<file path="config.mk">
export PLATFORM = sky130hd
export DESIGN_NAME = sorted_unique_key_table_top_flat
export DESIGN_NICKNAME = d
export VERILOG_FILES = /design/src/rtl/sukt_pkg.sv /design/src/rtl/sukt_if.sv /design/src/rtl/sorted_unique_key_table_top.sv /design/src/rtl/sukt_ctrl.sv /design/src/rtl/sukt_dp.sv /design/src/flat_wrapper.sv
export SDC_FILE = /design/constraint.sdc
export NUM_CORES = 2
export LEC_CHECK = 0
export BUFFER_PORTS_ARGS = -buffer_cell sky130_fd_sc_hd__buf_4
export CELL_PAD_IN_SITES_DETAIL_PLACEMENT = 1
export CELL_PAD_IN_SITES_GLOBAL_PLACEMENT = 2
export CORE_MARGIN = 10
export CORE_UTILIZATION = 25
export CTS_CLUSTER_DIAMETER = 80
export DETAILED_ROUTE_END_ITERATION = 10
export GPL_TIMING_DRIVEN = 0
export PLACE_DENSITY = 0.53
export SLEW_MARGIN = 20
export SYNTH_ARGS = -nofsm -noshare
export SYNTH_HDL_FRONTEND = slang
export SYNTH_SLANG_ARGS = --single-unit
</file>
<file path="constraint.sdc">
create_clock -name clk -period 7 [get_ports clk]
set_input_delay 1.4 -clock clk [delete_from_list [all_inputs] [get_ports clk]]
set_output_delay 1.4 -clock clk [all_outputs]
set_load 0.005 [all_outputs]
</file>
<file path="src/rtl/sukt_pkg.sv">
// Shared types and codes for the sorted unique-key table.
package sukt_pkg;

    localparam int ID_W     = 32;
    localparam int SCORE_W  = 16;
    localparam int STATUS_W = 3;

    // Operation codes on the request channel
    localparam logic FUNC_INSERT = 1'b0;
    localparam logic FUNC_DUMP   = 1'b1;

    // Result status codes
    localparam logic [STATUS_W-1:0] ST_INSERTED  = 3'd0;
    localparam logic [STATUS_W-1:0] ST_DUPLICATE = 3'd1;
    localparam logic [STATUS_W-1:0] ST_FULL      = 3'd2;
    localparam logic [STATUS_W-1:0] ST_DUMPED    = 3'd3;
    localparam logic [STATUS_W-1:0] ST_EMPTY     = 3'd4;

    // One stored table entry
    typedef struct packed {
        logic [ID_W-1:0]           id;
        logic signed [SCORE_W-1:0] score;
    } entry_t;

    // Controller to datapath commands
    typedef struct packed {
        logic                start;      // latch request, clear scan state
        logic                scan;       // duplicate / insertion point scan
        logic                shift;      // move entries up one slot
        logic                insert;     // write new entry at insertion point
        logic                dump_rd;    // read next entry for a dump
        logic                load_out;   // load the result register
        logic [STATUS_W-1:0] out_status; // status for the result register
    } cmd_t;

    // Datapath to controller status
    typedef struct packed {
        logic cnt_zero;
        logic cnt_full;
        logic dup;
        logic scan_done;
        logic shift_done;
        logic out_last;
    } sts_t;

endpackage

</file>
<file path="src/rtl/sukt_if.sv">
// Valid/ready channel interfaces for requests and results.
interface sukt_req_if
    import sukt_pkg::*;
();
    logic                      valid;
    logic                      ready;
    logic                      func;
    logic [ID_W-1:0]           key_id;
    logic signed [SCORE_W-1:0] entry_score;

    modport source (output valid, func, key_id, entry_score, input ready);
    modport sink   (input valid, func, key_id, entry_score, output ready);
endinterface

interface sukt_rsp_if
    import sukt_pkg::*;
();
    logic                      valid;
    logic                      ready;
    logic [STATUS_W-1:0]       status;
    logic [ID_W-1:0]           out_id;
    logic signed [SCORE_W-1:0] out_score;
    logic                      last;

    modport source (output valid, status, out_id, out_score, last, input ready);
    modport sink   (input valid, status, out_id, out_score, last, output ready);
endinterface

</file>
<file path="src/rtl/sorted_unique_key_table_top.sv">
// Top level of the sorted unique-key table.
//
//   channel  dir  payload                               handshake
//   req      in   func, key_id, entry_score             valid/ready
//   rsp      out  status, out_id, out_score, last       valid/ready
//
// Insert: accept, scan for a duplicate and the insertion point, shift the
// entries from there up one slot, then write the entry and load the result.
// Duplicate and full results come straight after the scan. A dump reads and
// loads each entry in turn, stalled on rsp; one request is handled at a time.
// Reset (rst_n low, asynchronous) empties the table; no clearing pass.
// A stall on rsp holds the result word and the controller in place.
module sorted_unique_key_table_top
    import sukt_pkg::*;
#(
    parameter int CAPACITY = 32
)
(
    input  logic       clk,
    input  logic       rst_n,
    sukt_req_if.sink   req,
    sukt_rsp_if.source rsp
);

    cmd_t cmd;
    sts_t sts;

    sukt_ctrl u_ctrl (
        .clk       (clk),
        .rst_n     (rst_n),
        .in_valid  (req.valid),
        .in_func   (req.func),
        .in_ready  (req.ready),
        .out_valid (rsp.valid),
        .out_ready (rsp.ready),
        .sts       (sts),
        .cmd       (cmd)
    );

    sukt_dp #(
        .CAPACITY (CAPACITY)
    ) u_dp (
        .clk            (clk),
        .rst_n          (rst_n),
        .in_key_id      (req.key_id),
        .in_entry_score (req.entry_score),
        .cmd            (cmd),
        .sts            (sts),
        .out_status     (rsp.status),
        .out_id         (rsp.out_id),
        .out_score      (rsp.out_score),
        .out_last       (rsp.last)
    );

endmodule

</file>
<file path="src/rtl/sukt_ctrl.sv">
// Controller state machine for the sorted unique-key table.
module sukt_ctrl
    import sukt_pkg::*;
(
    input  logic clk,
    input  logic rst_n,
    input  logic in_valid,
    input  logic in_func,
    output logic in_ready,
    output logic out_valid,
    input  logic out_ready,
    input  sts_t sts,
    output cmd_t cmd
);

    localparam logic [2:0] S_IDLE    = 3'd0;
    localparam logic [2:0] S_SCAN    = 3'd1;
    localparam logic [2:0] S_SHIFT   = 3'd2;
    localparam logic [2:0] S_DUMP_RD = 3'd3;
    localparam logic [2:0] S_DUMP_LD = 3'd4;
    localparam logic [2:0] S_OUT     = 3'd5;

    logic [2:0] state_reg;
    logic [2:0] state_next;

    assign in_ready  = (state_reg == S_IDLE);
    assign out_valid = (state_reg == S_OUT);

    // Next state and commands
    always_comb
    begin
        state_next     = state_reg;
        cmd            = '0;
        cmd.out_status = ST_INSERTED;
        unique case (state_reg)
            S_IDLE:
            begin
                if (in_valid)
                begin
                    cmd.start  = 1'b1;
                    state_next = (in_func == FUNC_DUMP) ? S_DUMP_RD : S_SCAN;
                end
            end
            S_SCAN:
            begin
                cmd.scan = 1'b1;
                if (sts.scan_done)
                begin
                    priority if (sts.dup)
                    begin
                        cmd.load_out   = 1'b1;
                        cmd.out_status = ST_DUPLICATE;
                        state_next     = S_OUT;
                    end
                    else if (sts.cnt_full)
                    begin
                        cmd.load_out   = 1'b1;
                        cmd.out_status = ST_FULL;
                        state_next     = S_OUT;
                    end
                    else
                    begin
                        state_next = S_SHIFT;
                    end
                end
            end
            S_SHIFT:
            begin
                cmd.shift = 1'b1;
                if (sts.shift_done)
                begin
                    cmd.insert     = 1'b1;
                    cmd.load_out   = 1'b1;
                    cmd.out_status = ST_INSERTED;
                    state_next     = S_OUT;
                end
            end
            S_DUMP_RD:
            begin
                if (sts.cnt_zero)
                begin
                    cmd.load_out   = 1'b1;
                    cmd.out_status = ST_EMPTY;
                    state_next     = S_OUT;
                end
                else
                begin
                    cmd.dump_rd = 1'b1;
                    state_next  = S_DUMP_LD;
                end
            end
            S_DUMP_LD:
            begin
                cmd.load_out   = 1'b1;
                cmd.out_status = ST_DUMPED;
                state_next     = S_OUT;
            end
            S_OUT:
            begin
                if (out_ready)
                begin
                    state_next = sts.out_last ? S_IDLE : S_DUMP_RD;
                end
            end
            default:
            begin
                state_next = S_IDLE;
            end
        endcase
    end

    always_ff @(posedge clk or negedge rst_n)
    begin
        if (!rst_n)
        begin
            state_reg <= S_IDLE;
        end
        else
        begin
            state_reg <= state_next;
        end
    end

endmodule

</file>
<file path="src/rtl/sukt_dp.sv">
// Datapath: entry memory, scan/shift counters and result register.
module sukt_dp
    import sukt_pkg::*;
#(
    parameter int CAPACITY = 32
)
(
    input  logic                      clk,
    input  logic                      rst_n,
    input  logic [ID_W-1:0]           in_key_id,
    input  logic signed [SCORE_W-1:0] in_entry_score,
    input  cmd_t                      cmd,
    output sts_t                      sts,
    output logic [STATUS_W-1:0]       out_status,
    output logic [ID_W-1:0]           out_id,
    output logic signed [SCORE_W-1:0] out_score,
    output logic                      out_last
);

    localparam int CNT_W = $clog2(CAPACITY + 1);
    localparam int AW    = (CAPACITY > 1) ? $clog2(CAPACITY) : 1;

    // Entry memory, one write and one registered read port
    entry_t mem [CAPACITY];

    logic [CNT_W-1:0]          cnt_reg, cnt_next;
    logic [CNT_W-1:0]          idx_reg, idx_next;
    logic [CNT_W-1:0]          pos_reg, pos_next;
    logic                      found_reg, found_next;
    logic                      dup_reg, dup_next;
    logic                      rd_vld_reg;
    logic [CNT_W-1:0]          rd_idx_reg;
    entry_t                    rd_data_reg;
    logic [ID_W-1:0]           key_reg;
    logic signed [SCORE_W-1:0] score_reg;
    logic [STATUS_W-1:0]       out_status_reg;
    logic [ID_W-1:0]           out_id_reg;
    logic signed [SCORE_W-1:0] out_score_reg;
    logic                      out_last_reg;

    logic                      rd_en;
    logic [CNT_W-1:0]          rd_idx;
    logic                      wr_en;
    logic [AW-1:0]             wr_addr;
    entry_t                    wr_data;
    logic [CNT_W-1:0]          shift_dst;
    logic                      is_last;

    assign shift_dst = rd_idx_reg + 1'b1;
    assign is_last   = (shift_dst == cnt_reg);

    // Read issue and counter control
    always_comb
    begin
        rd_en    = 1'b0;
        rd_idx   = idx_reg;
        idx_next = idx_reg;
        if (cmd.start)
        begin
            idx_next = '0;
        end
        else if (cmd.scan && (idx_reg < cnt_reg))
        begin
            rd_en    = 1'b1;
            idx_next = idx_reg + 1'b1;
        end
        else if (cmd.shift && (idx_reg > pos_reg))
        begin
            rd_en    = 1'b1;
            rd_idx   = idx_reg - 1'b1;
            idx_next = idx_reg - 1'b1;
        end
        else if (cmd.dump_rd)
        begin
            rd_en    = 1'b1;
            idx_next = idx_reg + 1'b1;
        end
    end

    // Duplicate check and insertion point on returned read data
    always_comb
    begin
        dup_next   = dup_reg;
        found_next = found_reg;
        pos_next   = pos_reg;
        if (cmd.start)
        begin
            dup_next   = 1'b0;
            found_next = 1'b0;
            pos_next   = cnt_reg;
        end
        else if (cmd.scan && rd_vld_reg)
        begin
            if (rd_data_reg.id == key_reg)
            begin
                dup_next = 1'b1;
            end
            if (!found_reg && (rd_data_reg.score < score_reg))
            begin
                found_next = 1'b1;
                pos_next   = rd_idx_reg;
            end
        end
    end

    // Memory write: shifted entry or the new entry
    always_comb
    begin
        wr_en   = 1'b0;
        wr_addr = shift_dst[AW-1:0];
        wr_data = rd_data_reg;
        if (cmd.insert)
        begin
            wr_en        = 1'b1;
            wr_addr      = pos_reg[AW-1:0];
            wr_data.id   = key_reg;
            wr_data.score = score_reg;
        end
        else if (cmd.shift && rd_vld_reg)
        begin
            wr_en = 1'b1;
        end
    end

    assign cnt_next = cmd.insert ? cnt_reg + 1'b1 : cnt_reg;

    always_ff @(posedge clk)
    begin
        if (wr_en)
        begin
            mem[wr_addr] <= wr_data;
        end
        if (rd_en)
        begin
            rd_data_reg <= mem[rd_idx[AW-1:0]];
        end
    end

    // Control registers
    always_ff @(posedge clk or negedge rst_n)
    begin
        if (!rst_n)
        begin
            cnt_reg    <= '0;
            idx_reg    <= '0;
            pos_reg    <= '0;
            found_reg  <= 1'b0;
            dup_reg    <= 1'b0;
            rd_vld_reg <= 1'b0;
            rd_idx_reg <= '0;
        end
        else
        begin
            cnt_reg    <= cnt_next;
            idx_reg    <= idx_next;
            pos_reg    <= pos_next;
            found_reg  <= found_next;
            dup_reg    <= dup_next;
            rd_vld_reg <= rd_en;
            rd_idx_reg <= rd_idx;
        end
    end

    // Request word and result register
    always_ff @(posedge clk)
    begin
        if (cmd.start)
        begin
            key_reg   <= in_key_id;
            score_reg <= in_entry_score;
        end
        if (cmd.load_out)
        begin
            out_status_reg <= cmd.out_status;
            if (cmd.out_status == ST_DUMPED)
            begin
                out_id_reg    <= rd_data_reg.id;
                out_score_reg <= rd_data_reg.score;
                out_last_reg  <= is_last;
            end
            else
            begin
                out_id_reg    <= '0;
                out_score_reg <= '0;
                out_last_reg  <= 1'b1;
            end
        end
    end

    assign sts.cnt_zero   = (cnt_reg == '0);
    assign sts.cnt_full   = (cnt_reg == CNT_W'(CAPACITY));
    assign sts.dup        = dup_reg;
    assign sts.scan_done  = (idx_reg == cnt_reg) && !rd_vld_reg;
    assign sts.shift_done = (idx_reg == pos_reg) && !rd_vld_reg;
    assign sts.out_last   = out_last_reg;

    assign out_status = out_status_reg;
    assign out_id     = out_id_reg;
    assign out_score  = out_score_reg;
    assign out_last   = out_last_reg;

endmodule

</file>
<file path="src/flat_wrapper.sv">
// flat-port wrapper written by rule: the top's interface ports become plain ports
module sorted_unique_key_table_top_flat import sukt_pkg::*;
#(
    parameter int CAPACITY = 32
)
  (clk, rst_n, req_valid, req_func, req_key_id, req_entry_score, req_ready, rsp_valid, rsp_status, rsp_out_id, rsp_out_score, rsp_last, rsp_ready);
  sukt_req_if req_i ();
  sukt_rsp_if rsp_i ();
  input  logic clk;
  input  logic rst_n;
  input wire logic [$bits(req_i.valid)-1:0] req_valid;
  input wire logic [$bits(req_i.func)-1:0] req_func;
  input wire logic [$bits(req_i.key_id)-1:0] req_key_id;
  input wire logic [$bits(req_i.entry_score)-1:0] req_entry_score;
  output wire logic [$bits(req_i.ready)-1:0] req_ready;
  output wire logic [$bits(rsp_i.valid)-1:0] rsp_valid;
  output wire logic [$bits(rsp_i.status)-1:0] rsp_status;
  output wire logic [$bits(rsp_i.out_id)-1:0] rsp_out_id;
  output wire logic [$bits(rsp_i.out_score)-1:0] rsp_out_score;
  output wire logic [$bits(rsp_i.last)-1:0] rsp_last;
  input wire logic [$bits(rsp_i.ready)-1:0] rsp_ready;
  assign req_i.valid = req_valid;
  assign req_i.func = req_func;
  assign req_i.key_id = req_key_id;
  assign req_i.entry_score = req_entry_score;
  assign req_ready = req_i.ready;
  assign rsp_valid = rsp_i.valid;
  assign rsp_status = rsp_i.status;
  assign rsp_out_id = rsp_i.out_id;
  assign rsp_out_score = rsp_i.out_score;
  assign rsp_last = rsp_i.last;
  assign rsp_i.ready = rsp_ready;
  sorted_unique_key_table_top #(.CAPACITY(CAPACITY)) u_core (.clk(clk), .rst_n(rst_n), .req(req_i), .rsp(rsp_i));
endmodule
</file>
==> results.toml <==
[layout]
largest_register_ff_count = 1536
area_growth_pct = 20.7
instances_no_fill = 9098
seq_area_um2 = 51300
drive_gt1_share_pct = 11.8
num-fill-cells = 29000
fin_util_pct = 30.3
design_area_um2 = 83200
final_nets = 5339
multiInputGateArea_um2 = 16300

[placement]
io_buffers = 106
dpl_cell_area_um2 = 77400
hpwl_mm = 192
post-place-ws_ns = 0.527
dp_cells = 8748
place.gp.congestion = 0.820

[yosys]
synth.distinct_cells = 67
synth.mux.area_fraction_pct = 2.33
synth-xor-area-share_pct = 0.648
yosys_warnings = 0
synth_commonest_cells = "edfxtp_1, nand2_1, nand3_1"
ys_ff_latch = 1714
ys_seq_area_share_pct = 74.4
async_reset_ff_share_pct = 1.75
synth_edf_count = 1684
synth_top_family_by_area = "compound AO/OA/AOI/OAI gates"
yosysMostFrequentCell = "edfxtp_1"
synthTopCellsByArea = "edfxtp_1, nand2_1, a211oi_1"
syn_nets = 4935
netlist_instances = 4848
synth_top_area_share_pct = 73.4
syn_area_per_cell_um2 = 14.2
yosys.area_share.simple_pct = 9.20
syn_area_um2 = 68900
synth_compound_area_share_pct = 10.0
yosysTopAreaCell = "edfxtp_1"
synthAdderAreaFrac_pct = 0.617
synth_flop_cell = "edfxtp_1"

[timing]
finalSetupViolations = 0
finClkSkew_ns = 0.0341
worst_pin_slew_ns = 1.21
finalMaxSlewViolations = 0
final-hold-violation-count = 0
rsz0062_at_grt = "no"
max_slew_margin_pct = 18.2
min_period_ns = 6.71
setup_slack_ns = 0.287
setup_tns_ns = 0
max_freq_mhz = 149
layout_worst_path_cycle_share_pct = 95.9

[detailed_routing]
wl_per_cell_um = 28.9
ant_nets = 0
drc = 0
initialDrtViolationCount = 3649
routed_via_density = 4.84
drt-total-wl_mm = 263
vias = 44100
drt_first_pass_iters = 7

[setup_path]
arrival_ns = 7.23
critPathTopFamily = "simple AND/OR/NAND/NOR gates"
critPathKind = "flip-flop to flip-flop"
timing.critical_path.fanout_max = 10
crit_path_max_incr_delay_ns = 0.93
worst-path-buf-inv = 5
slowest_stage = "nor4_1"
setup.worst_path.end_class = "flip-flop"
startpoint_type = "flip-flop"
crit_chain = "ha_1 -> a211oi_1 -> nor2_1 -> o31ai_2 -> buf_2 -> inv_1 -> ha_1 -> nand2_1 -> a21o_1 -> nand2_1 -> inv_2 -> buf_2 -> nor3_2 -> clkbuf_1 -> nand3_1 -> nand4_1 -> nor4_1"
crit_required_ns = 7.51

[global_routing]
grt_pass1_vias = 45600
grt_first_pass_wirelength_mm = 366
grt_max_degree = 34
grt_overflow = 0
grt_usage_pct = 17.1
antenna_found_initial = 26

[floorplanning]
start_util_pct = 25.1
rows = 192
dieArea_um2 = 297000
pin_count = 107
die_w_um = 545
dieHeight_um = 545
coreArea_um2 = 274000

[clock_tree]
cts_buffers = 188
clock-root-buffer = "clkbuf_16"
clock_path_buffers = 3
cts.sinks = 1714
holdBufCountCts = 0
clk_latency_ns = 0.86
cts.clk_slew.worst_paths_ns = 0.06
postCtsSetupRepairBufs = 0
cts_htree_levels = 4
cts_resized = 0
cts_tree = "built"

[pwr]
p_leak_uw = 0.0271
p_per_area_nw_per_um2 = 428
ir_worst_vdd_v = 0.000285

[min_path]
hold_path.class = "input pin to async pin"

[run]
cap_violations = 0

[outcome]
status = "finished clean"
-- power by group --
group	leakage, uW	internal [uW]	switching (uW)
sequential	0.0156	13100	389
clock	0.00280	5360	4190
combinational	0.00878	2930	9670
-- worst paths after layout --
path	startpoint	end	slack (ns)	cells after the start
setup / recovery	u_core.u_dp.idx_reg[3]$_DFFE_PN0P_	u_core.u_dp.rd_data_reg[22]$_DFFE_PP_	0.29	17
hold / removal	rst_n	u_core.u_dp.dup_reg$_DFFE_PN0P_	0.51	1
setup reg to reg	u_core.u_dp.idx_reg[3]$_DFFE_PN0P_	u_core.u_dp.rd_data_reg[22]$_DFFE_PP_	0.29	17
hold reg to reg	u_core.u_dp.found_reg$_DFFE_PN0P_	u_core.u_dp.found_reg$_DFFE_PN0P_	0.55	2
max in group asynchronous	rst_n	u_core.u_dp.rd_idx_reg[0]$_DFF_PN0_	6.15	1
min in group clk	u_core.u_dp.found_reg$_DFFE_PN0P_	u_core.u_dp.found_reg$_DFFE_PN0P_	0.55	2
-- kinds of logic after synthesis --
group,after synthesis
AOI/OAI and AO/OA,1019
xor gates and xnor gates,51
adders and majority gates,34
buffers and inverters,471
DFF,1714
muxes,160
and+or+nand+nor,1399
-- routing by layer --
layer	vias to the layer above	GRT usage (%)	share of wire, %
met4	0	4.24	2.3
met3	276	2.64	5.1
li1	19500	-	-
met2	1160	28.4	48
met5	-	0	0
met1	23200	23.2	45
-- through the flow --
stage               total power (uW)  hold WS, ns
floorplan                      19200        0.501
global placement               25800        0.528
detailed placement             26300        0.538
CTS                            36000        0.450
global route                   37200        0.507
finish                         35600        0.508
-- final cells by class --
| cell class | count | share of cell area, % |
|---|---|---|
| Tap cell | 3686 | 5.54 |
| Sequential cell | 1714 | 61.7 |
| Antenna cell | 8 | 0.0241 |
| Clock inverter | 95 | 0.916 |
| Timing Repair Buffer | 214 | 3.98 |
| Inverter | 133 | 0.606 |
| Clock buffer | 247 | 6.02 |
| Buffer | 338 | 1.67 |
| Multi-Input combinational cell | 2663 | 19.5 |
-- layout by cell type, fill, tap and decap left out, types with 51 or more instances in the layout --
cell | synthesis | final
edfxtp_1 | 1684 | 1684
nand2_1 | 756 | 723
clkbuf_1 | 222 | 266
nand3_1 | 231 | 231
a211oi_1 | 220 | 220
a21oi_1 | 203 | 203
clkbuf_16 | 0 | 192
mux2i_1 | 156 | 156
o21ai_0 | 149 | 134
inv_1 | 130 | 128
and3_1 | 109 | 109
buf_4 | 2 | 109
a31oi_1 | 102 | 102
buf_2 | 75 | 76
buf_12 | 0 | 58
nor2_1 | 83 | 51
clkinv_1 | 0 | 51
Power figures use the tool's default switching activity.
